`config.mk`:
```
export PLATFORM = sky130hd
export DESIGN_NAME = stale_aware_triple_voter_core_flat
export DESIGN_NICKNAME = d
export VERILOG_FILES = /design/src/rtl/satv_pkg.sv /design/src/rtl/satv_if.sv /design/src/rtl/stale_aware_triple_voter_core.sv /design/src/flat_wrapper.sv
export SDC_FILE = /design/constraint.sdc
export NUM_CORES = 2
export LEC_CHECK = 0
export ABC_CLOCK_PERIOD_IN_PS = 9160
export BUFFER_PORTS_ARGS = -buffer_cell sky130_fd_sc_hd__buf_2
export CAP_MARGIN = 10
export CORE_UTILIZATION = 65
export DETAILED_ROUTE_END_ITERATION = 10
export GPL_TIMING_DRIVEN = 0
export PLACE_DENSITY_LB_ADDON = 0.1
export SLEW_MARGIN = 20
export SYNTH_ARGS = -nofsm -noshare
export SYNTH_HDL_FRONTEND = slang
export SYNTH_SLANG_ARGS = --single-unit
```
`constraint.sdc`:
```
create_clock -name clk_i -period 9.16 [get_ports clk_i]
set_input_delay 1.832 -clock clk_i [delete_from_list [all_inputs] [get_ports clk_i]]
set_output_delay 1.832 -clock clk_i [all_outputs]
set_load 0.005 [all_outputs]
```
`src/rtl/satv_pkg.sv`:
```
// satv_pkg: shared types and constants of the stale-aware triple voter
// no dependencies; used by the channel interfaces and the voter core

package satv_pkg;

  // default widths of a stored reading and of a channel age
  localparam int unsigned DefValueWidth = 32;
  localparam int unsigned DefAgeWidth   = 32;

  // redundant channels and fixed register widths
  localparam int unsigned NumChan      = 3;
  localparam int unsigned TimeoutWidth = 32;
  localparam int unsigned TolWidth     = 31;
  localparam int unsigned RegIdxWidth  = 3;

  // item commands
  typedef enum logic [1:0] {
    CmdTick  = 2'd0,
    CmdWrite = 2'd1,
    CmdVote  = 2'd2,
    CmdRead  = 2'd3
  } cmd_e;

  // channel codes
  localparam logic [1:0] ChanA = 2'd0;
  localparam logic [1:0] ChanB = 2'd1;
  localparam logic [1:0] ChanC = 2'd2;

  // configuration register indexes
  typedef logic [RegIdxWidth-1:0] reg_idx_t;

  localparam reg_idx_t RegTolerance = 3'd0;
  localparam reg_idx_t RegUseLow    = 3'd1;
  localparam reg_idx_t RegTimeoutA  = 3'd2;
  localparam reg_idx_t RegTimeoutB  = 3'd3;
  localparam reg_idx_t RegTimeoutC  = 3'd4;
  localparam reg_idx_t RegSafeA     = 3'd5;
  localparam reg_idx_t RegSafeB     = 3'd6;
  localparam reg_idx_t RegSafeC     = 3'd7;

  // divide by three through a reciprocal: exact for any 32-bit numerator
  localparam int unsigned          DivWidth    = 32;
  localparam logic [DivWidth-1:0]  RecipThree  = 32'hAAAA_AAAB;
  localparam int unsigned          RecipShift  = 33;
  localparam int unsigned          QuoWidth    = 2 * DivWidth - RecipShift;

endpackage

```
`src/rtl/satv_if.sv`:
```
// satv_in_if / satv_out_if: valid-ready channels of the triple voter
// depends on satv_pkg for the default reading width

// command items into the voter
interface satv_in_if #(
  parameter int unsigned VALUE_WIDTH = satv_pkg::DefValueWidth
);
  logic                          valid;
  logic                          ready;
  logic [1:0]                    cmd;
  logic [1:0]                    channel;
  logic signed [VALUE_WIDTH-1:0] sample_value;

  modport source (output valid, cmd, channel, sample_value, input ready);
  modport sink   (input valid, cmd, channel, sample_value, output ready);
endinterface

// result items out of the voter
interface satv_out_if #(
  parameter int unsigned VALUE_WIDTH = satv_pkg::DefValueWidth
);
  logic                          valid;
  logic                          ready;
  logic signed [VALUE_WIDTH-1:0] result_value;
  logic [1:0]                    live_count;
  logic                          safe_used;

  modport source (output valid, result_value, live_count, safe_used, input ready);
  modport sink   (input valid, result_value, live_count, safe_used, output ready);
endinterface

```
`src/rtl/stale_aware_triple_voter_core.sv`:
```
// stale_aware_triple_voter_core: three-channel voter with per-channel freshness
// depends on satv_pkg and the satv_in_if / satv_out_if channel interfaces
//
//   port       direction  handshake            payload
//   sample_i   in         valid / ready        cmd, channel, sample_value
//   result_o   out        valid / ready        result_value, live_count, safe_used
//   apb        in         psel/penable/pready  paddr, pwdata, prdata
//
// One item is taken per cycle while no vote or read is held in the input register.
// Ticks and writes change the channel state at the edge after they are taken; a vote
// or read reaches result_o through an input register, five work stages and the
// output register. Each stage holds its item only while the stage after it is full,
// so a waiting result stops only the items that need a slot behind it.
// Reset clears configuration, stored readings, ages and all valid bits.

module stale_aware_triple_voter_core #(
  parameter int unsigned VALUE_WIDTH = satv_pkg::DefValueWidth,
  parameter int unsigned AGE_WIDTH   = satv_pkg::DefAgeWidth,
  localparam int unsigned PDATA_W    = (VALUE_WIDTH > 32) ? 64 : 32,
  localparam int unsigned PADDR_W    = satv_pkg::RegIdxWidth + ((VALUE_WIDTH > 32) ? 3 : 2)
) (
  input  logic               clk_i,
  input  logic               rst_ni,
  input  logic               psel,
  input  logic               penable,
  input  logic               pwrite,
  input  logic [PADDR_W-1:0] paddr,
  input  logic [PDATA_W-1:0] pwdata,
  output logic [PDATA_W-1:0] prdata,
  output logic               pready,
  satv_in_if.sink            sample_i,
  satv_out_if.source         result_o
);

  import satv_pkg::*;

  localparam int unsigned CmpW    = (AGE_WIDTH > TimeoutWidth) ? AGE_WIDTH : TimeoutWidth;
  localparam int unsigned TolCmpW = (VALUE_WIDTH > TolWidth) ? VALUE_WIDTH : TolWidth;
  localparam int unsigned LastStg = 6;

  typedef logic [VALUE_WIDTH-1:0] val_t;
  typedef logic [AGE_WIDTH-1:0]   age_t;

  typedef struct packed {
    logic [1:0] cmd;
    logic [1:0] channel;
    val_t       sample;
  } in_t;

  typedef struct packed {
    val_t       d0;
    val_t       d1;
    val_t       d2;
    logic [1:0] n;
    logic       safe;
  } cand_t;

  typedef struct packed {
    val_t       lo;
    val_t       mid;
    val_t       hi;
    logic [1:0] n;
    logic       safe;
  } srt_t;

  typedef struct packed {
    val_t       lo;
    val_t       mid;
    val_t       hi;
    val_t       dlm;
    val_t       dmh;
    val_t       dlh;
    logic [1:0] n;
    logic       safe;
  } dif_t;

  typedef struct packed {
    val_t                base;
    val_t                add;
    logic [DivWidth-1:0] num;
    logic                mean3;
    logic [1:0]          n;
    logic                safe;
  } dec_t;

  typedef struct packed {
    val_t                base;
    val_t                add;
    logic [QuoWidth-1:0] quo;
    logic                mean3;
    logic [1:0]          n;
    logic                safe;
  } mul_t;

  typedef struct packed {
    val_t       value;
    logic [1:0] n;
    logic       safe;
  } res_t;

  // configuration registers
  logic [TolWidth-1:0]     tol_q;
  logic                    use_low_q;
  logic [TimeoutWidth-1:0] timeout_q [NumChan];
  val_t                    safe_q [NumChan];

  // channel state
  val_t value_q [NumChan];
  age_t age_q [NumChan];

  // pipeline valids, stage 0 is the input register, the last the output register
  logic [LastStg:0] vld_q;
  logic [LastStg:0] vld_d;
  logic [LastStg:1] stg_free;

  in_t   in_q;
  cand_t cand_q;
  cand_t cand_d;
  srt_t  srt_q;
  srt_t  srt_d;
  dif_t  dif_q;
  dif_t  dif_d;
  dec_t  dec_q;
  dec_t  dec_d;
  mul_t  mul_q;
  logic [2*DivWidth-1:0] prod;
  res_t  res_q;
  res_t  res_d;

  logic                   cfg_wr;
  reg_idx_t               cfg_idx;
  logic [NumChan-1:0]     live;
  logic [NumChan-1:0]     fresh;
  val_t                   rd_val [NumChan];
  cmd_e                   in_cmd;
  logic                   chan_ok;
  logic                   has_res;
  logic                   s0_done;
  logic                   in_rdy;

  // apb register port
  assign pready  = 1'b1;
  assign cfg_wr  = psel && penable && pwrite;
  assign cfg_idx = paddr[PADDR_W-1 -: RegIdxWidth];

  always_ff @(posedge clk_i or negedge rst_ni) begin
    if (!rst_ni) begin
      tol_q     <= '0;
      use_low_q <= 1'b0;
      for (int i = 0; i < NumChan; i++) begin
        timeout_q[i] <= '0;
        safe_q[i]    <= '0;
      end
    end else if (cfg_wr) begin
      unique case (cfg_idx)
        RegTolerance: tol_q              <= pwdata[TolWidth-1:0];
        RegUseLow:    use_low_q          <= pwdata[0];
        RegTimeoutA:  timeout_q[ChanA]   <= pwdata[TimeoutWidth-1:0];
        RegTimeoutB:  timeout_q[ChanB]   <= pwdata[TimeoutWidth-1:0];
        RegTimeoutC:  timeout_q[ChanC]   <= pwdata[TimeoutWidth-1:0];
        RegSafeA:     safe_q[ChanA]      <= pwdata[VALUE_WIDTH-1:0];
        RegSafeB:     safe_q[ChanB]      <= pwdata[VALUE_WIDTH-1:0];
        RegSafeC:     safe_q[ChanC]      <= pwdata[VALUE_WIDTH-1:0];
      endcase
    end
  end

  // register read back
  always_comb begin
    unique case (cfg_idx)
      RegTolerance: prdata = PDATA_W'(tol_q);
      RegUseLow:    prdata = PDATA_W'(use_low_q);
      RegTimeoutA:  prdata = PDATA_W'(timeout_q[ChanA]);
      RegTimeoutB:  prdata = PDATA_W'(timeout_q[ChanB]);
      RegTimeoutC:  prdata = PDATA_W'(timeout_q[ChanC]);
      RegSafeA:     prdata = PDATA_W'(safe_q[ChanA]);
      RegSafeB:     prdata = PDATA_W'(safe_q[ChanB]);
      RegSafeC:     prdata = PDATA_W'(safe_q[ChanC]);
    endcase
  end

  // handshake: each stage takes a new item when it is empty or emptying
  always_comb begin
    stg_free[LastStg] = !vld_q[LastStg] || result_o.ready;
    for (int k = LastStg - 1; k >= 1; k--) begin
      stg_free[k] = !vld_q[k] || stg_free[k+1];
    end
  end

  assign in_cmd  = cmd_e'(in_q.cmd);
  assign chan_ok = in_q.channel < 2'(NumChan);
  assign has_res = (in_cmd == CmdVote) || ((in_cmd == CmdRead) && chan_ok);
  assign s0_done = vld_q[0] && (!has_res || stg_free[1]);
  assign in_rdy  = !vld_q[0] || s0_done;

  assign sample_i.ready = in_rdy;

  always_comb begin
    vld_d[0] = in_rdy ? sample_i.valid : vld_q[0];
    vld_d[1] = stg_free[1] ? (vld_q[0] && has_res) : vld_q[1];
    for (int k = 2; k <= LastStg; k++) begin
      vld_d[k] = stg_free[k] ? vld_q[k-1] : vld_q[k];
    end
  end

  always_ff @(posedge clk_i or negedge rst_ni) begin
    if (!rst_ni) begin
      vld_q <= '0;
    end else begin
      vld_q <= vld_d;
    end
  end

  // input register
  always_ff @(posedge clk_i) begin
    if (in_rdy) begin
      in_q.cmd     <= sample_i.cmd;
      in_q.channel <= sample_i.channel;
      in_q.sample  <= sample_i.sample_value;
    end
  end

  // channel state: ticks age every channel, a write stores and restarts the age
  always_ff @(posedge clk_i or negedge rst_ni) begin
    if (!rst_ni) begin
      for (int i = 0; i < NumChan; i++) begin
        value_q[i] <= '0;
        age_q[i]   <= '0;
      end
    end else if (s0_done) begin
      if (in_cmd == CmdTick) begin
        for (int i = 0; i < NumChan; i++) begin
          if (age_q[i] != '1) begin
            age_q[i] <= age_q[i] + age_t'(1);
          end
        end
      end else if ((in_cmd == CmdWrite) && chan_ok) begin
        value_q[in_q.channel] <= in_q.sample;
        age_q[in_q.channel]   <= '0;
      end
    end
  end

  // freshness per channel: live up to the timeout, stored value below it
  always_comb begin
    for (int i = 0; i < NumChan; i++) begin
      live[i]   = CmpW'(age_q[i]) <= CmpW'(timeout_q[i]);
      fresh[i]  = CmpW'(age_q[i]) <  CmpW'(timeout_q[i]);
      rd_val[i] = fresh[i] ? value_q[i] : safe_q[i];
    end
  end

  // stage 1: gather the live read values, or the single read value
  always_comb begin
    cand_d = '0;
    if (in_cmd == CmdVote) begin
      cand_d.n    = 2'($countones(live));
      cand_d.safe = (live == '0);
      case (live)
        3'b000: cand_d.d0 = rd_val[ChanA];
        3'b001: cand_d.d0 = rd_val[ChanA];
        3'b010: cand_d.d0 = rd_val[ChanB];
        3'b100: cand_d.d0 = rd_val[ChanC];
        3'b011: begin
          cand_d.d0 = rd_val[ChanA];
          cand_d.d1 = rd_val[ChanB];
        end
        3'b101: begin
          cand_d.d0 = rd_val[ChanA];
          cand_d.d1 = rd_val[ChanC];
        end
        3'b110: begin
          cand_d.d0 = rd_val[ChanB];
          cand_d.d1 = rd_val[ChanC];
        end
        default: begin
          cand_d.d0 = rd_val[ChanA];
          cand_d.d1 = rd_val[ChanB];
          cand_d.d2 = rd_val[ChanC];
        end
      endcase
    end else begin
      // a read leaves with no live count, as a plain pass value
      case (in_q.channel)
        ChanB: begin
          cand_d.d0   = rd_val[ChanB];
          cand_d.safe = !fresh[ChanB];
        end
        ChanC: begin
          cand_d.d0   = rd_val[ChanC];
          cand_d.safe = !fresh[ChanC];
        end
        default: begin
          cand_d.d0   = rd_val[ChanA];
          cand_d.safe = !fresh[ChanA];
        end
      endcase
    end
  end

  always_ff @(posedge clk_i) begin
    if (stg_free[1]) begin
      cand_q <= cand_d;
    end
  end

  // stage 2: sort, ties ordered by position
  always_comb begin
    logic c01;
    logic c02;
    logic c12;
    c01 = $signed(cand_q.d0) > $signed(cand_q.d1);
    c02 = $signed(cand_q.d0) > $signed(cand_q.d2);
    c12 = $signed(cand_q.d1) > $signed(cand_q.d2);
    srt_d.n    = cand_q.n;
    srt_d.safe = cand_q.safe;
    srt_d.lo   = cand_q.d0;
    srt_d.mid  = cand_q.d0;
    srt_d.hi   = cand_q.d0;
    if (cand_q.n == 2'(NumChan)) begin
      srt_d.lo  = (!c01 && !c02) ? cand_q.d0 : (c01 && !c12) ? cand_q.d1 : cand_q.d2;
      srt_d.hi  = (c01 && c02) ? cand_q.d0 : (!c01 && c12) ? cand_q.d1 : cand_q.d2;
      srt_d.mid = (c01 != c02) ? cand_q.d0 : (c01 == c12) ? cand_q.d1 : cand_q.d2;
    end else if (cand_q.n == 2'(NumChan - 1)) begin
      srt_d.lo = c01 ? cand_q.d1 : cand_q.d0;
      srt_d.hi = c01 ? cand_q.d0 : cand_q.d1;
    end
  end

  always_ff @(posedge clk_i) begin
    if (stg_free[2]) begin
      srt_q <= srt_d;
    end
  end

  // stage 3: spreads between sorted values, never negative
  always_comb begin
    dif_d.lo   = srt_q.lo;
    dif_d.mid  = srt_q.mid;
    dif_d.hi   = srt_q.hi;
    dif_d.dlm  = srt_q.mid - srt_q.lo;
    dif_d.dmh  = srt_q.hi - srt_q.mid;
    dif_d.dlh  = srt_q.hi - srt_q.lo;
    dif_d.n    = srt_q.n;
    dif_d.safe = srt_q.safe;
  end

  always_ff @(posedge clk_i) begin
    if (stg_free[3]) begin
      dif_q <= dif_d;
    end
  end

  // stage 4: pick the vote rule; pair means as base plus a rounded-up offset
  always_comb begin
    logic ok_lh;
    logic ok_lm;
    logic ok_mh;
    val_t half_lm;
    val_t half_mh;
    ok_lh   = TolCmpW'(dif_q.dlh) <= TolCmpW'(tol_q);
    ok_lm   = TolCmpW'(dif_q.dlm) <= TolCmpW'(tol_q);
    ok_mh   = TolCmpW'(dif_q.dmh) <= TolCmpW'(tol_q);
    half_lm = (dif_q.dlm >> 1) + val_t'(dif_q.dlm[0]);
    half_mh = (dif_q.dmh >> 1) + val_t'(dif_q.dmh[0]);

    dec_d.n     = dif_q.n;
    dec_d.safe  = dif_q.safe;
    dec_d.num   = DivWidth'(dif_q.dlm) + DivWidth'(dif_q.dlh) + DivWidth'(1);
    dec_d.mean3 = 1'b0;
    dec_d.base  = dif_q.lo;
    dec_d.add   = '0;
    if (dif_q.n == 2'(NumChan)) begin
      if (ok_lh) begin
        dec_d.mean3 = 1'b1;
      end else if (use_low_q && ok_lm) begin
        dec_d.add = half_lm;
      end else if (!use_low_q && ok_mh) begin
        dec_d.base = dif_q.mid;
        dec_d.add  = half_mh;
      end else if (ok_lm) begin
        dec_d.add = half_lm;
      end else if (ok_mh) begin
        dec_d.base = dif_q.mid;
        dec_d.add  = half_mh;
      end else if (!use_low_q) begin
        dec_d.base = dif_q.mid;
      end
    end else if (dif_q.n == 2'(NumChan - 1)) begin
      dec_d.base = use_low_q ? dif_q.lo : dif_q.hi;
    end
  end

  always_ff @(posedge clk_i) begin
    if (stg_free[4]) begin
      dec_q <= dec_d;
    end
  end

  // stage 5: divide the three-way spread sum by three
  assign prod = (2*DivWidth)'(dec_q.num) * (2*DivWidth)'(RecipThree);

  always_ff @(posedge clk_i) begin
    if (stg_free[5]) begin
      mul_q.base  <= dec_q.base;
      mul_q.add   <= dec_q.add;
      mul_q.quo   <= prod[2*DivWidth-1:RecipShift];
      mul_q.mean3 <= dec_q.mean3;
      mul_q.n     <= dec_q.n;
      mul_q.safe  <= dec_q.safe;
    end
  end

  // stage 6: final sum into the output register
  always_comb begin
    res_d.value = mul_q.base + (mul_q.mean3 ? val_t'(mul_q.quo) : mul_q.add);
    res_d.n     = mul_q.n;
    res_d.safe  = mul_q.safe;
  end

  always_ff @(posedge clk_i) begin
    if (stg_free[LastStg]) begin
      res_q <= res_d;
    end
  end

  assign result_o.valid        = vld_q[LastStg];
  assign result_o.result_value = res_q.value;
  assign result_o.live_count   = res_q.n;
  assign result_o.safe_used    = res_q.safe;

endmodule

```
`src/flat_wrapper.sv`:
```
// flat-port wrapper written by rule: the top's interface ports become plain ports
module stale_aware_triple_voter_core_flat import satv_pkg::*;
#(
  parameter int unsigned VALUE_WIDTH = satv_pkg::DefValueWidth,
  parameter int unsigned AGE_WIDTH   = satv_pkg::DefAgeWidth,
  localparam int unsigned PDATA_W    = (VALUE_WIDTH > 32) ? 64 : 32,
  localparam int unsigned PADDR_W    = satv_pkg::RegIdxWidth + ((VALUE_WIDTH > 32) ? 3 : 2)
)
  (clk_i, rst_ni, psel, penable, pwrite, paddr, pwdata, prdata, pready, sample_i_valid, sample_i_cmd, sample_i_channel, sample_i_sample_value, sample_i_ready, result_o_valid, result_o_result_value, result_o_live_count, result_o_safe_used, result_o_ready);
  satv_in_if #(.VALUE_WIDTH(VALUE_WIDTH)) sample_i_i ();
  satv_out_if #(.VALUE_WIDTH(VALUE_WIDTH)) result_o_i ();
  input  logic clk_i;
  input  logic rst_ni;
  input  logic psel;
  input  logic penable;
  input  logic pwrite;
  input  logic [PADDR_W-1:0] paddr;
  input  logic [PDATA_W-1:0] pwdata;
  output logic [PDATA_W-1:0] prdata;
  output logic pready;
  input wire logic [$bits(sample_i_i.valid)-1:0] sample_i_valid;
  input wire logic [$bits(sample_i_i.cmd)-1:0] sample_i_cmd;
  input wire logic [$bits(sample_i_i.channel)-1:0] sample_i_channel;
  input wire logic [$bits(sample_i_i.sample_value)-1:0] sample_i_sample_value;
  output wire logic [$bits(sample_i_i.ready)-1:0] sample_i_ready;
  output wire logic [$bits(result_o_i.valid)-1:0] result_o_valid;
  output wire logic [$bits(result_o_i.result_value)-1:0] result_o_result_value;
  output wire logic [$bits(result_o_i.live_count)-1:0] result_o_live_count;
  output wire logic [$bits(result_o_i.safe_used)-1:0] result_o_safe_used;
  input wire logic [$bits(result_o_i.ready)-1:0] result_o_ready;
  assign sample_i_i.valid = sample_i_valid;
  assign sample_i_i.cmd = sample_i_cmd;
  assign sample_i_i.channel = sample_i_channel;
  assign sample_i_i.sample_value = sample_i_sample_value;
  assign sample_i_ready = sample_i_i.ready;
  assign result_o_valid = result_o_i.valid;
  assign result_o_result_value = result_o_i.result_value;
  assign result_o_live_count = result_o_i.live_count;
  assign result_o_safe_used = result_o_i.safe_used;
  assign result_o_i.ready = result_o_ready;
  stale_aware_triple_voter_core #(.VALUE_WIDTH(VALUE_WIDTH), .AGE_WIDTH(AGE_WIDTH)) u_core (.clk_i(clk_i), .rst_ni(rst_ni), .psel(psel), .penable(penable), .pwrite(pwrite), .paddr(paddr), .pwdata(pwdata), .prdata(prdata), .pready(pready), .sample_i(sample_i_i), .result_o(result_o_i));
endmodule
```
==> impl_metrics.csv <==
group,metric,value,unit
outcome,outcome,"finished, violations left",
outcome,violations,"antenna violations",
sta,fin_crit,8.93,ns
worst_setup_path,rr_startpoint,"u_core.dec_q[8]",
worst_setup_path,critical_path.startpoint,"u_core.dec_q[8]",
drt,post_drt_via_cell_ratio,6.40,
global_routing,antenna_found_initial,9,
synth,synth_top_area_share,0.262,
floorplanning,rows,125,
flow_run,maxCapViolCount,0,
synth,synth_cells,7128,
placement,portBuffers,145,
worst_hold_path,hp-start,"u_core.dec_q[74]",
synth,yosysSeqAreaShare,0.401,
floorplanning,fp.dieH,344,um
final_layout,final_cell_mix,"836 x inv_1, 821 x ha_1, 663 x edfxtp_1, 546 x nand2_1, 423 x dfrtp_1",
synth,yosysTopAreaCell,"edfxtp_1",
worst_setup_path,arrival,9.39,ns
clock_network,cts_tree,"built",
sta,fin_skew,0.0637,ns
placement,pre_cts_ws,-0.516,ns
worst_setup_path,cp.required,9.62,ns
drt,wl_met2,108,mm
drt,drtIter0Drc,5714,
worst_setup_path,critical_path.max_stage_delay,0.63,ns
global_routing,first_global_vias,56600,
placement,placed_cells,8808,
sta,slew_headroom,0.197,
worst_setup_path,cp_common_cell,"fa_1",
global_routing,grt_util_all_layers,0.406,
final_layout,fill_cells,8426,
worst_setup_path,cpMaxStageDelayCell,"edfxtp_1",
synth,synth_area_per_cell,10.7,um^2
synth,synth_nets,8384,
final_layout,seq_area,30500,um^2
synth,synth_cell_types,95,
floorplanning,ioPinCount,150,
placement,globalplace.congestion,1.06,
global_routing,overflow,0,
floorplanning,dieArea,118000,um^2
synth,synthArstFlopShare,0.390,
floorplanning,dieWidth,344,um
sta,rsz0062_at_grt,"false",
final_layout,nets,8654,
final_layout,area_growth,9.21,%
synth,synth_edf_count,663,
sta,finalSetupViolCount,0,
final_layout,multi_input_area,41600,um^2
synth,syn-cell-area,76100,um^2
worst_hold_path,min_path_type,"reg -> reg",
final_layout,fin_cells,9031,
clock_network,cts_buffer_depth,3,
clock_network,htree_levels,3,
floorplanning,placeableCoreArea,116000,um^2
synth,ys_top_cells_by_area,"edfxtp_1 26%, dfrtp_1 14%, ha_1 13%",
sta,slew_violations,0,
sta,period_share,0.974,
floorplanning,initial_utilization,0.655,
drt,totalWireLength,240,mm
worst_setup_path,path_buf_inv,4,
clock_network,clk_latency,0.74,ns
drt,post_drt_wl_per_cell,26.6,um
drt,wl_met1,92.1,mm
drt,vias,57800,
clock_network,clock-root-buffer,"clkbuf_16",
sta,max_freq,0.112,GHz
clock_network,cts.sinks,1086,
worst_setup_path,critical_path_class,"reg -> reg",
worst_setup_path,cp-end-kind,"flip-flop",
synth,synth_ff_type,"edfxtp_1",
drt,top_layer,"met4",
final_layout,drive_gt1_frac,0.0994,
sta,hold_violations,0,
worst_setup_path,crit_fanout,8,
synth,synth_seq_cells,1086,
clock_network,clk_pin_slew,0.06,ns
placement,hpwl,191,mm
worst_setup_path,start_kind,"flip-flop",
clock_network,cts_made_buffers,111,
sta,worst_slack,0.235,ns
worst_setup_path,cpLargestDelayFamily,"adder cells",
sta,fin_setup_tns,0,ns
global_routing,grt_max_degree,107,
drt,ant_nets,1,
sta,worst_pin_slew,1.17,ns
drt,drc,0,
drt,first_pass_iters,8,
synth,ys_warn_count,0,
drt,dr_wl_met3,20.1,mm
global_routing,grt_pass1_wl,353,mm
final_layout,final_common_cell,"inv_1",
==> worst paths after layout <==
kind                                      endpoint  slack [ns]  cells after the start
min in group asynchronous          u_core.age_q[5]        1.09                      1
worst max register to register    u_core.mul_q[32]        0.23                     26
max in group asynchronous       u_core.value_q[91]        6.33                      4
worst max-delay path              u_core.mul_q[32]        0.23                     26
worst min register to register    u_core.mul_q[73]        0.41                      0
worst min-delay path              u_core.mul_q[73]        0.41                      0
==> per-layer routing <==
layer | vias to the layer above | GRT usage
met3 | 783 | 0.0716
met1 | 28100 | 0.515
met5 | - | 0
met4 | 0 | 0.282
li1 | 25900 | -
met2 | 2988 | 0.637
==> worst reg2reg max path, delay by kind of cell (launching register included) <==
kind	cells	cell delay [ns]
mux	1	0.16
xor+xnor	1	0.29
buf+inv	4	0.22
simple gates	4	0.81
fa+ha+maj	9	4.12
flops	1	0.63
compound gates	7	2.47
==> what timing repair did <==
action	4_1_cts	5_1_grt
pin swaps	0	1
setup endpoints to repair	4	3
setup buffers	0	1
hold buffers	0	0
resized for setup	4	2
==> cells in the mapped netlist (87+ instances only) <==
library cell / n
a221oi_1: 97
mux2_2: 291
a21o_1: 195
inv_1: 839
xnor2_1: 178
o21ai_0: 414
dfrtp_1: 423
nor2_1: 373
edfxtp_1: 663
fa_1: 355
clkbuf_1: 168
ha_1: 821
a21oi_1: 397
nand4_1: 114
nor2b_1: 87
nand3_1: 101
nand2_1: 548
==> sequential cells by signal (all words and copies together), names as in the netlist, 2 cells and up <==
register                      count
u_core.age_q                     96
u_core.cand_q                    99
u_core.dec_d                      3
u_core.dec_q                    100
u_core.dif_d                     99
u_core.dif_q                    192
u_core.in_cmd                     2
u_core.in_q                      34
u_core.mul_q                     99
u_core.result_o.live_count        2
u_core.result_o.result_value     32
u_core.safe_q                    96
u_core.timeout_q                 96
u_core.tol_q                     31
u_core.value_q                   96
u_core.vld_q                      7
==> final cells by class <==
| type | count | area share |
|---|---|---|
| multi-input combinational | 4979 | 0.501 |
| timing repair buffer | 157 | 0.0123 |
| inverter | 841 | 0.0382 |
| clock buffer | 134 | 0.0362 |
| clock inverter | 75 | 0.0113 |
| buffer | 222 | 0.0109 |
| antenna | 13 | 0.000391 |
| tap | 1524 | 0.0229 |
| sequential | 1086 | 0.367 |
==> through the flow <==
step           hold WS (ns)  area [um^2]  utilization
2_1_floorplan         0.400        76100            -
3_3_place_gp          0.401        78800        0.678
3_5_place_dp          0.405        79100        0.681
4_1_cts               0.416        83100        0.715
5_1_grt               0.418        83100        0.715
6_report              0.415        83100        0.715
==> cell families (layout without fill, tap and decap cells) <==
logic type	after synthesis	after routing	synth area share
multiplexers	366	366	0.0537
AO/OA/AOI/OAI	1567	1567	0.131
buffers and inverters	1063	1429	0.0534
XOR/XNOR	263	263	0.0303
other	2	15	0.0000986
flip-flops	1086	1086	0.401
adder cells (fa/ha/maj)	1177	1177	0.228
AND/OR/NAND/NOR	1604	1604	0.102
Power is left out: the tool's default activity adds up to more than one toggle a clock period on the data nets, which glitch-free logic cannot reach.
